--- config.mk ---
export PLATFORM = sky130hd
export DESIGN_NAME = cascaded_biquad_iir_filter_top
export DESIGN_NICKNAME = d
export VERILOG_FILES = /design/src/rtl/cbq_pkg.sv /design/src/rtl/cascaded_biquad_iir_filter_top.sv
export SDC_FILE = /design/constraint.sdc
export NUM_CORES = 2
export LEC_CHECK = 0
export ABC_CLOCK_PERIOD_IN_PS = 24400
export BUFFER_PORTS_ARGS = -buffer_cell sky130_fd_sc_hd__clkbuf_2
export CORE_MARGIN = 2
export CORE_UTILIZATION = 40
export DETAILED_ROUTE_END_ITERATION = 8
export HOLD_SLACK_MARGIN = 0.06
export PLACE_DENSITY = 0.51
export SLEW_MARGIN = 20
export SYNTH_ARGS = -nofsm -noshare
export SYNTH_HDL_FRONTEND = slang
export SYNTH_SLANG_ARGS = --single-unit
--- constraint.sdc ---
create_clock -name clk -period 24.4 [get_ports clk]
set_input_delay 2.44 -clock clk [delete_from_list [all_inputs] [get_ports clk]]
set_output_delay 2.44 -clock clk [all_outputs]
set_load 0.05 [all_outputs]
--- src/rtl/cbq_pkg.sv ---
// Shared types and constants for the cascaded biquad IIR filter.
// No dependencies; every RTL file of the block uses it by scoped names.
`timescale 1ns / 1ps
`default_nettype none

package cbq_pkg;

  localparam int SAMPLE_W         = 24;
  localparam int COEF_W           = 32;
  localparam int PROD_W           = SAMPLE_W + COEF_W;
  localparam int ACC_W            = PROD_W + 2;
  localparam int ROUND_SHIFT      = 30;
  localparam int NUM_SLOTS        = 5;
  localparam int NUM_SECTIONS_DEF = 8;
  localparam int SECTION_IDX_W    = 3;
  localparam int SLOT_IDX_W       = 3;

  typedef enum logic [0:0] {
    CMD_FILTER = 1'b0,
    CMD_COEF   = 1'b1
  } cmd_t;

  // Phases of one section: read issue, five products in flight, accumulate, close.
  typedef enum logic [2:0] {
    PH_ISSUE = 3'd0,
    PH_B0    = 3'd1,
    PH_B1    = 3'd2,
    PH_B2    = 3'd3,
    PH_A1    = 3'd4,
    PH_A2    = 3'd5,
    PH_ACC   = 3'd6,
    PH_CLOSE = 3'd7
  } phase_t;

  typedef enum logic [3:0] {
    ST_CLEAR = 4'b0001,
    ST_IDLE  = 4'b0010,
    ST_RUN   = 4'b0100,
    ST_DONE  = 4'b1000
  } state_t;

  // Delay line of one section.
  typedef struct packed {
    logic signed [SAMPLE_W-1:0] x1;
    logic signed [SAMPLE_W-1:0] x2;
    logic signed [SAMPLE_W-1:0] y1;
    logic signed [SAMPLE_W-1:0] y2;
  } dly_entry_t;

endpackage

`default_nettype wire

--- src/rtl/cascaded_biquad_iir_filter_top.sv ---
// Cascaded biquad IIR filter, direct form I, with coefficient and delay memories.
// Depends on cbq_pkg.
//
// Each request either writes one coefficient (stored on acceptance, no result) or
// filters one Q1.23 sample through NUM_SECTIONS second-order sections with Q2.30
// coefficients. One shared 32x24 multiplier and a 58-bit accumulator work through
// the sections in turn; each section steps through memory read, five products,
// accumulate, round/saturate and delay write-back. After the last section the
// result is registered at the output once the output register is free, and the
// next request is taken from then on, even if that result is still stalled.
// After reset a clearing pass walks the 5*NUM_SECTIONS coefficient addresses and
// zeroes the coefficient and delay memories; no request is taken during it.
// out_clipped flags that at least one section output saturated for that sample.
`timescale 1ns / 1ps
`default_nettype none

module cascaded_biquad_iir_filter_top #(
  parameter int NUM_SECTIONS = cbq_pkg::NUM_SECTIONS_DEF
) (
  input  wire                                     clk,
  input  wire                                     rst_n,
  input  wire                                     in_valid,
  output logic                                    in_stall,
  input  wire  [0:0]                              in_command,
  input  wire  signed [cbq_pkg::SAMPLE_W-1:0]     in_sample_in,
  input  wire  [cbq_pkg::SECTION_IDX_W-1:0]       in_coef_section,
  input  wire  [cbq_pkg::SLOT_IDX_W-1:0]          in_coef_slot,
  input  wire  signed [cbq_pkg::COEF_W-1:0]       in_coef_value,
  output logic                                    out_valid,
  input  wire                                     out_stall,
  output logic signed [cbq_pkg::SAMPLE_W-1:0]     out_sample_out,
  output logic                                    out_clipped
);

  localparam int COEF_DEPTH = cbq_pkg::NUM_SLOTS * NUM_SECTIONS;
  localparam int CA_W       = $clog2(COEF_DEPTH);
  localparam int SA_W       = (NUM_SECTIONS > 1) ? $clog2(NUM_SECTIONS) : 1;
  localparam int SW         = cbq_pkg::SAMPLE_W;
  localparam int CW         = cbq_pkg::COEF_W;
  localparam int PW         = cbq_pkg::PROD_W;
  localparam int AW         = cbq_pkg::ACC_W;
  localparam int YW         = AW - cbq_pkg::ROUND_SHIFT;
  localparam int SEC_CMP_W  = cbq_pkg::SECTION_IDX_W + 4;

  localparam logic [CA_W-1:0]      COEF_LAST  = CA_W'(COEF_DEPTH - 1);
  localparam logic [CA_W-1:0]      SEC_LIM_CA = CA_W'(NUM_SECTIONS);
  localparam logic [SA_W-1:0]      SEC_LAST   = SA_W'(NUM_SECTIONS - 1);
  localparam logic [SEC_CMP_W-1:0] SEC_LIM    = SEC_CMP_W'(NUM_SECTIONS);
  localparam logic signed [AW-1:0] RND_BIAS   = AW'(64'd1 << (cbq_pkg::ROUND_SHIFT - 1));
  localparam logic signed [SW-1:0] Y_MAX      = {1'b0, {(SW-1){1'b1}}};
  localparam logic signed [SW-1:0] Y_MIN      = {1'b1, {(SW-1){1'b0}}};

  // Memories
  logic [CW-1:0]            coef_mem [COEF_DEPTH];
  cbq_pkg::dly_entry_t      dly_mem  [NUM_SECTIONS];

  // Control
  cbq_pkg::state_t          state_r, state_nxt;
  cbq_pkg::phase_t          phase_r;
  logic [CA_W-1:0]          clr_r;
  logic [CA_W-1:0]          coef_addr_r;
  logic [SA_W-1:0]          sec_r;
  logic                     out_valid_r;

  // Datapath
  logic signed [CW-1:0]     coef_rd_r;
  cbq_pkg::dly_entry_t      dly_rd_r;
  logic signed [SW-1:0]     x_r;
  logic signed [PW-1:0]     prod_r, prod_nxt;
  logic signed [AW-1:0]     acc_r, acc_nxt;
  logic                     clip_r;
  logic signed [SW-1:0]     out_sample_r;
  logic                     out_clipped_r;

  logic                     in_req;
  logic                     coef_cmd;
  logic                     coef_ok;
  logic [CA_W-1:0]          coef_waddr;
  logic                     coef_we;
  logic [CA_W-1:0]          coef_wa;
  logic [CW-1:0]            coef_wd;
  logic                     dly_we;
  logic [SA_W-1:0]          dly_wa;
  cbq_pkg::dly_entry_t      dly_wd;
  logic signed [SW-1:0]     mul_op;
  logic signed [AW-1:0]     rnd_sum;
  logic signed [YW-1:0]     y_wide;
  logic signed [SW-1:0]     y_sat;
  logic                     y_ovf;
  logic                     out_free;
  logic                     sec_last;

  assign in_stall = (state_r != cbq_pkg::ST_IDLE);
  assign in_req   = in_valid && !in_stall;
  assign coef_cmd = (in_command == cbq_pkg::CMD_COEF);
  assign coef_ok  = ({4'b0, in_coef_section} < SEC_LIM) &&
                    (in_coef_slot < cbq_pkg::SLOT_IDX_W'(cbq_pkg::NUM_SLOTS));
  assign coef_waddr = CA_W'(in_coef_section * cbq_pkg::NUM_SLOTS) + CA_W'(in_coef_slot);
  assign out_free   = !out_valid_r || !out_stall;
  assign sec_last   = (sec_r == SEC_LAST);

  // Memory write ports
  always_comb begin
    coef_we = 1'b0;
    coef_wa = clr_r;
    coef_wd = '0;
    dly_we  = 1'b0;
    dly_wa  = sec_r;
    dly_wd  = '{x1: x_r, x2: dly_rd_r.x1, y1: y_sat, y2: dly_rd_r.y1};
    if (state_r == cbq_pkg::ST_CLEAR) begin
      coef_we = 1'b1;
      dly_we  = (clr_r < SEC_LIM_CA);
      dly_wa  = clr_r[SA_W-1:0];
      dly_wd  = '0;
    end else if (in_req && coef_cmd) begin
      coef_we = coef_ok;
      coef_wa = coef_waddr;
      coef_wd = in_coef_value;
    end else if (state_r == cbq_pkg::ST_RUN && phase_r == cbq_pkg::PH_CLOSE) begin
      dly_we = 1'b1;
    end
  end

  always_ff @(posedge clk) begin
    if (coef_we) begin
      coef_mem[coef_wa] <= coef_wd;
    end
    coef_rd_r <= coef_mem[coef_addr_r];
  end

  always_ff @(posedge clk) begin
    if (dly_we) begin
      dly_mem[dly_wa] <= dly_wd;
    end
    dly_rd_r <= dly_mem[sec_r];
  end

  // Multiply-accumulate
  always_comb begin
    case (phase_r)
      cbq_pkg::PH_B0: mul_op = x_r;
      cbq_pkg::PH_B1: mul_op = dly_rd_r.x1;
      cbq_pkg::PH_B2: mul_op = dly_rd_r.x2;
      cbq_pkg::PH_A1: mul_op = dly_rd_r.y1;
      cbq_pkg::PH_A2: mul_op = dly_rd_r.y2;
      default:        mul_op = '0;
    endcase
  end

  assign prod_nxt = coef_rd_r * mul_op;

  always_comb begin
    case (phase_r)
      cbq_pkg::PH_B1:  acc_nxt = AW'(prod_r);
      cbq_pkg::PH_B2,
      cbq_pkg::PH_A1:  acc_nxt = acc_r + AW'(prod_r);
      cbq_pkg::PH_A2,
      cbq_pkg::PH_ACC: acc_nxt = acc_r - AW'(prod_r);
      default:         acc_nxt = acc_r;
    endcase
  end

  // Round half up, floor shift, saturate
  assign rnd_sum = acc_r + RND_BIAS;
  assign y_wide  = rnd_sum[AW-1:cbq_pkg::ROUND_SHIFT];
  assign y_ovf   = (y_wide[YW-1:SW-1] != {(YW-SW+1){1'b0}}) &&
                   (y_wide[YW-1:SW-1] != {(YW-SW+1){1'b1}});

  always_comb begin
    if (!y_ovf) begin
      y_sat = y_wide[SW-1:0];
    end else if (y_wide[YW-1]) begin
      y_sat = Y_MIN;
    end else begin
      y_sat = Y_MAX;
    end
  end

  // State machine
  always_comb begin
    state_nxt = state_r;
    case (state_r)
      cbq_pkg::ST_CLEAR: begin
        if (clr_r == COEF_LAST) begin
          state_nxt = cbq_pkg::ST_IDLE;
        end
      end
      cbq_pkg::ST_IDLE: begin
        if (in_req && !coef_cmd) begin
          state_nxt = cbq_pkg::ST_RUN;
        end
      end
      cbq_pkg::ST_RUN: begin
        if (phase_r == cbq_pkg::PH_CLOSE && sec_last) begin
          state_nxt = cbq_pkg::ST_DONE;
        end
      end
      cbq_pkg::ST_DONE: begin
        if (out_free) begin
          state_nxt = cbq_pkg::ST_IDLE;
        end
      end
      default: state_nxt = cbq_pkg::ST_CLEAR;
    endcase
  end

  always_ff @(posedge clk) begin
    if (!rst_n) begin
      state_r     <= cbq_pkg::ST_CLEAR;
      phase_r     <= cbq_pkg::PH_ISSUE;
      clr_r       <= '0;
      coef_addr_r <= '0;
      sec_r       <= '0;
      out_valid_r <= 1'b0;
    end else begin
      state_r <= state_nxt;
      if (state_r == cbq_pkg::ST_CLEAR) begin
        clr_r <= clr_r + 1'b1;
      end
      if (in_req && !coef_cmd) begin
        phase_r     <= cbq_pkg::PH_ISSUE;
        coef_addr_r <= '0;
        sec_r       <= '0;
      end else if (state_r == cbq_pkg::ST_RUN) begin
        phase_r <= cbq_pkg::phase_t'(phase_r + 3'd1);
        if (phase_r <= cbq_pkg::PH_A1 && coef_addr_r != COEF_LAST) begin
          coef_addr_r <= coef_addr_r + 1'b1;
        end
        if (phase_r == cbq_pkg::PH_CLOSE && !sec_last) begin
          sec_r <= sec_r + 1'b1;
        end
      end
      if (state_r == cbq_pkg::ST_DONE && out_free) begin
        out_valid_r <= 1'b1;
      end else if (!out_stall) begin
        out_valid_r <= 1'b0;
      end
    end
  end

  always_ff @(posedge clk) begin
    prod_r <= prod_nxt;
    acc_r  <= acc_nxt;
    if (in_req && !coef_cmd) begin
      x_r    <= in_sample_in;
      clip_r <= 1'b0;
    end else if (state_r == cbq_pkg::ST_RUN && phase_r == cbq_pkg::PH_CLOSE) begin
      x_r    <= y_sat;
      clip_r <= clip_r | y_ovf;
    end
    if (state_r == cbq_pkg::ST_DONE && out_free) begin
      out_sample_r  <= x_r;
      out_clipped_r <= clip_r;
    end
  end

  assign out_valid      = out_valid_r;
  assign out_sample_out = out_sample_r;
  assign out_clipped    = out_clipped_r;

  a_sec_range: assert property (@(posedge clk) disable iff (!rst_n)
    sec_r <= SEC_LAST)
    else $error("section index beyond last section");

  a_phase_idle: assert property (@(posedge clk) disable iff (!rst_n)
    (state_r != cbq_pkg::ST_RUN) |=> (phase_r == cbq_pkg::PH_ISSUE))
    else $error("phase counter moved outside a run");

  a_out_from_done: assert property (@(posedge clk) disable iff (!rst_n)
    $rose(out_valid_r) |-> ($past(state_r) == cbq_pkg::ST_DONE))
    else $error("result presented without finishing all sections");

  a_no_out_in_clear: assert property (@(posedge clk) disable iff (!rst_n)
    (state_r == cbq_pkg::ST_CLEAR) |-> !out_valid_r)
    else $error("result presented during clearing pass");

  a_done_after_last: assert property (@(posedge clk) disable iff (!rst_n)
    $rose(state_r == cbq_pkg::ST_DONE) |-> ($past(sec_r) == SEC_LAST))
    else $error("run ended before last section");

endmodule

`default_nettype wire

==> results.json <==
{
  "portBuffers": 93,
  "total_power_mw": 8.62,
  "clockBufferDepth": 4,
  "status": "completed",
  "cts_tree": "yes",
  "tightest_slew_ns": 1.24,
  "cts.sinks": 2363,
  "fin_ws_ns": 14.28,
  "syn_area_mm2": 0.120,
  "grtUsageTotal_pct": 21.8,
  "synth_top_area_cell": "edfxtp_1",
  "vias_per_cell": 5.52,
  "finalMaxSlewViolations": 0,
  "post-route-period-util_pct": 41.5,
  "fillers": 26443,
  "synth_edf_count": 2155,
  "drtAntennaViolNets": 0,
  "synth_cell_types": 79,
  "final_util_pct": 45.0,
  "worst_hold_path_type": "reg -> reg",
  "setup_tns_ns": 0,
  "drt_pass1_iterations": 8,
  "cts_resized": 0,
  "die_area_mm2": 0.305,
  "fin_cells": 12006,
  "initial_core_util_pct": 40.2,
  "avgSynthCellArea_um2": 15.6,
  "h-tree-depth": 5,
  "clkLatencyLatePin_ns": 0.89,
  "finalHoldViolCount": 0,
  "ios": 94,
  "cts_setup_buffers": 0,
  "endpoint_kind": "flip-flop",
  "antenna_found_initial": 24,
  "setup_viol": 0,
  "area_growth_pct": 12.1,
  "drive_gt1_share_pct": 17.8,
  "yosysSeqAreaShare_pct": 57.3,
  "clock_skew_ns": 0.0661,
  "vias": 66227,
  "grt_pass1_vias": 69927,
  "yosys-top-cells-area": "edfxtp_1 54%, fa_1 13%, mux4_2 11%",
  "clk_transition_reported_paths_ns": 0.06,
  "wl_um": 332000,
  "async_flop_share_pct": 0,
  "cp_max_fo": 32,
  "wl_per_cell_um": 27.7,
  "die_x_um": 552,
  "cp-start-kind": "flip-flop",
  "route.detailed.drc": 0,
  "ir_drop_mv": 0.0564,
  "yosysWarnings": 0,
  "dp_hpwl_um": 202000,
  "syn_inst": 7706,
  "rows": 201,
  "multi_input_area_mm2": 0.0475,
  "dieHeight_um": 552,
  "finalCriticalPeriod_ns": 10.12,
  "clockRootBuffer": "clkbuf_16",
  "maxCapViolCount": 0,
  "cp.arrival_ns": 10.89,
  "crit_required_ns": 25.17,
  "regArea_mm2": 0.0689,
  "fmaxAchievable_mhz": 98.8,
  "crit_type": "reg -> reg",
  "yosysTopAreaCellShare_pct": 53.9,
  "grt_pass1_wl_um": 487000,
  "first_iter_violations": 5812,
  "grt_max_degree": 140,
  "rsz0062_at_grt": "false",
  "synth-seq-cells": 2363,
  "dp_slack_ns": 14.11,
  "relSlewSlack_pct": 16.2,
  "fin_nets": 8917,
  "numCtsBuffers": 265,
  "post-place-cells": 11526,
  "synth_fp_nets": 8786,
  "gp_congestion": 0.831,
  "synthFlopType": "edfxtp_1",
  "core-area_mm2": 0.299,
  "hold_buffers": 0,
  "grt.overflow.total": 0,
  "leakage_nw": 48.0,
  "p_per_area_mw_per_mm2": 64.0
}
[power by group]
group          switching, mW  leakage, nW  internal [mW]  total, mW
sequential            0.0445         21.3           4.46       4.50
combinational          0.174         22.6         0.0739      0.248
clock                   1.64         4.09           2.23       3.87
[cell type report]
class                   count  area share, %
diodes                      2        0.00372
clock buffers             368           5.42
clock inverters           108          0.829
inverters                 807           2.25
multi-input cells        4142           35.3
flip-flops and latches   2363           51.2
well taps                3958           3.68
repair buffers            258           1.37
[state kept, by name, summed over array words and instances, names as in the netlist, 24 cells and up]
name / count
acc_r: 58
coef_mem: 1280
coef_rd_r: 32
dly_mem: 768
dly_rd_r: 96
out_sample_out: 24
prod_r: 56
x_r: 24
[cells in the mapped netlist, drive strengths merged, types with 10 or more instances]
master	number
mux2	100
nand2b	21
ha	228
nor2	242
nand2	548
and4	13
nor2b	55
o31ai	21
and3	19
or3	14
nor3	27
buf	55
edfxtp	2155
a21o	60
nor3b	10
o21ai	99
a31oi	31
o21bai	13
a211oi	49
mux4	576
nand3	62
inv	807
nand4	27
or2	11
mux2i	40
clkbuf	339
or4	12
a22oi	39
xor2	81
and2	481
o211ai	12
xnor2	119
dfxtp	208
a21oi	240
fa	785
[final timing paths]
path | startpoint | to | slack (ns) | depth (start not counted)
hold / removal | clip_r | out_clipped | 0.50 | 0
setup reg to reg | phase_r[1] | prod_r[52] | 14.28 | 27
setup / recovery | phase_r[1] | prod_r[52] | 14.28 | 27
hold reg to reg | clip_r | out_clipped | 0.50 | 0
[logic make-up (layout without fill, tap and decap cells)]
family / Yosys count / in the layout / share of synthesized area, %
AOI/OAI and AO/OA: 649 / 649 / 3.41
xor gates and xnor gates: 200 / 200 / 1.46
adders and majority gates: 1013 / 1013 / 15.5
buffers and inverters: 1201 / 1541 / 3.76
DFF: 2363 / 2363 / 57.3
muxes: 716 / 716 / 12.1
other: 0 / 2 / 0
and+or+nand+nor: 1564 / 1564 / 6.54
[worst max-delay path: stages (launching register included)]
cell	delay, ns
dfxtp_1	0.33
inv_1	0.16
ha_1	0.41
nor2b_2	0.74
a22oi_1	0.23
a31oi_4	0.87
and2_1	0.26
fa_1	0.44
fa_1	0.51
inv_1	0.05
fa_1	0.45
fa_1	0.51
inv_1	0.05
fa_1	0.49
fa_1	0.52
inv_1	0.06
fa_1	0.49
inv_1	0.05
ha_1	0.39
o211ai_1	0.14
o21a_1	0.20
a41oi_1	0.38
o211ai_1	0.31
o31ai_1	0.61
a22oi_1	0.27
a211oi_1	0.61
a41o_1	0.28
xor2_1	0.14
[layer usage]
metal  vias to the layer above  GRT usage, %  routed length (µm)
li1                      28040             -                   -
met2                      1799          36.7              165000
met5                         -             0                  27
met4                         4          5.32                8120
met3                       425          2.87               17600
met1                     35959          30.0              142000
[layout by cell type, fill, tap and decap left out, types with 17 or more instances in the layout]
cell / n
nor3_1: 24
nor2b_1: 52
o31ai_1: 21
mux2_2: 100
a22oi_1: 39
nand4_1: 27
nand2b_1: 20
clkbuf_2: 93
and3_1: 18
edfxtp_1: 2155
o21ai_0: 88
xor2_1: 81
clkinv_2: 34
clkinv_1: 31
ha_1: 228
clkbuf_1: 77
mux4_2: 576
a211oi_1: 49
nand3_1: 61
clkbuf_8: 24
a21oi_1: 233
buf_4: 155
fa_1: 785
clkbuf_16: 267
nor2_1: 192
dfxtp_1: 198
and2_1: 468
inv_1: 806
mux2i_1: 40
a31oi_4: 17
nand2_1: 547
xnor2_1: 119
nor2_4: 48
a21o_1: 60
[per-stage QoR]
stage                     instance area (µm²)  hold WS (ns)
final                                  135000         0.505
after global routing                   135000         0.505
after CTS                              135000         0.513
after detailed placement               126000         0.494
after global placement                 126000         0.510
after floorplan                        120000         0.409
Power figures use the tool's default switching activity.
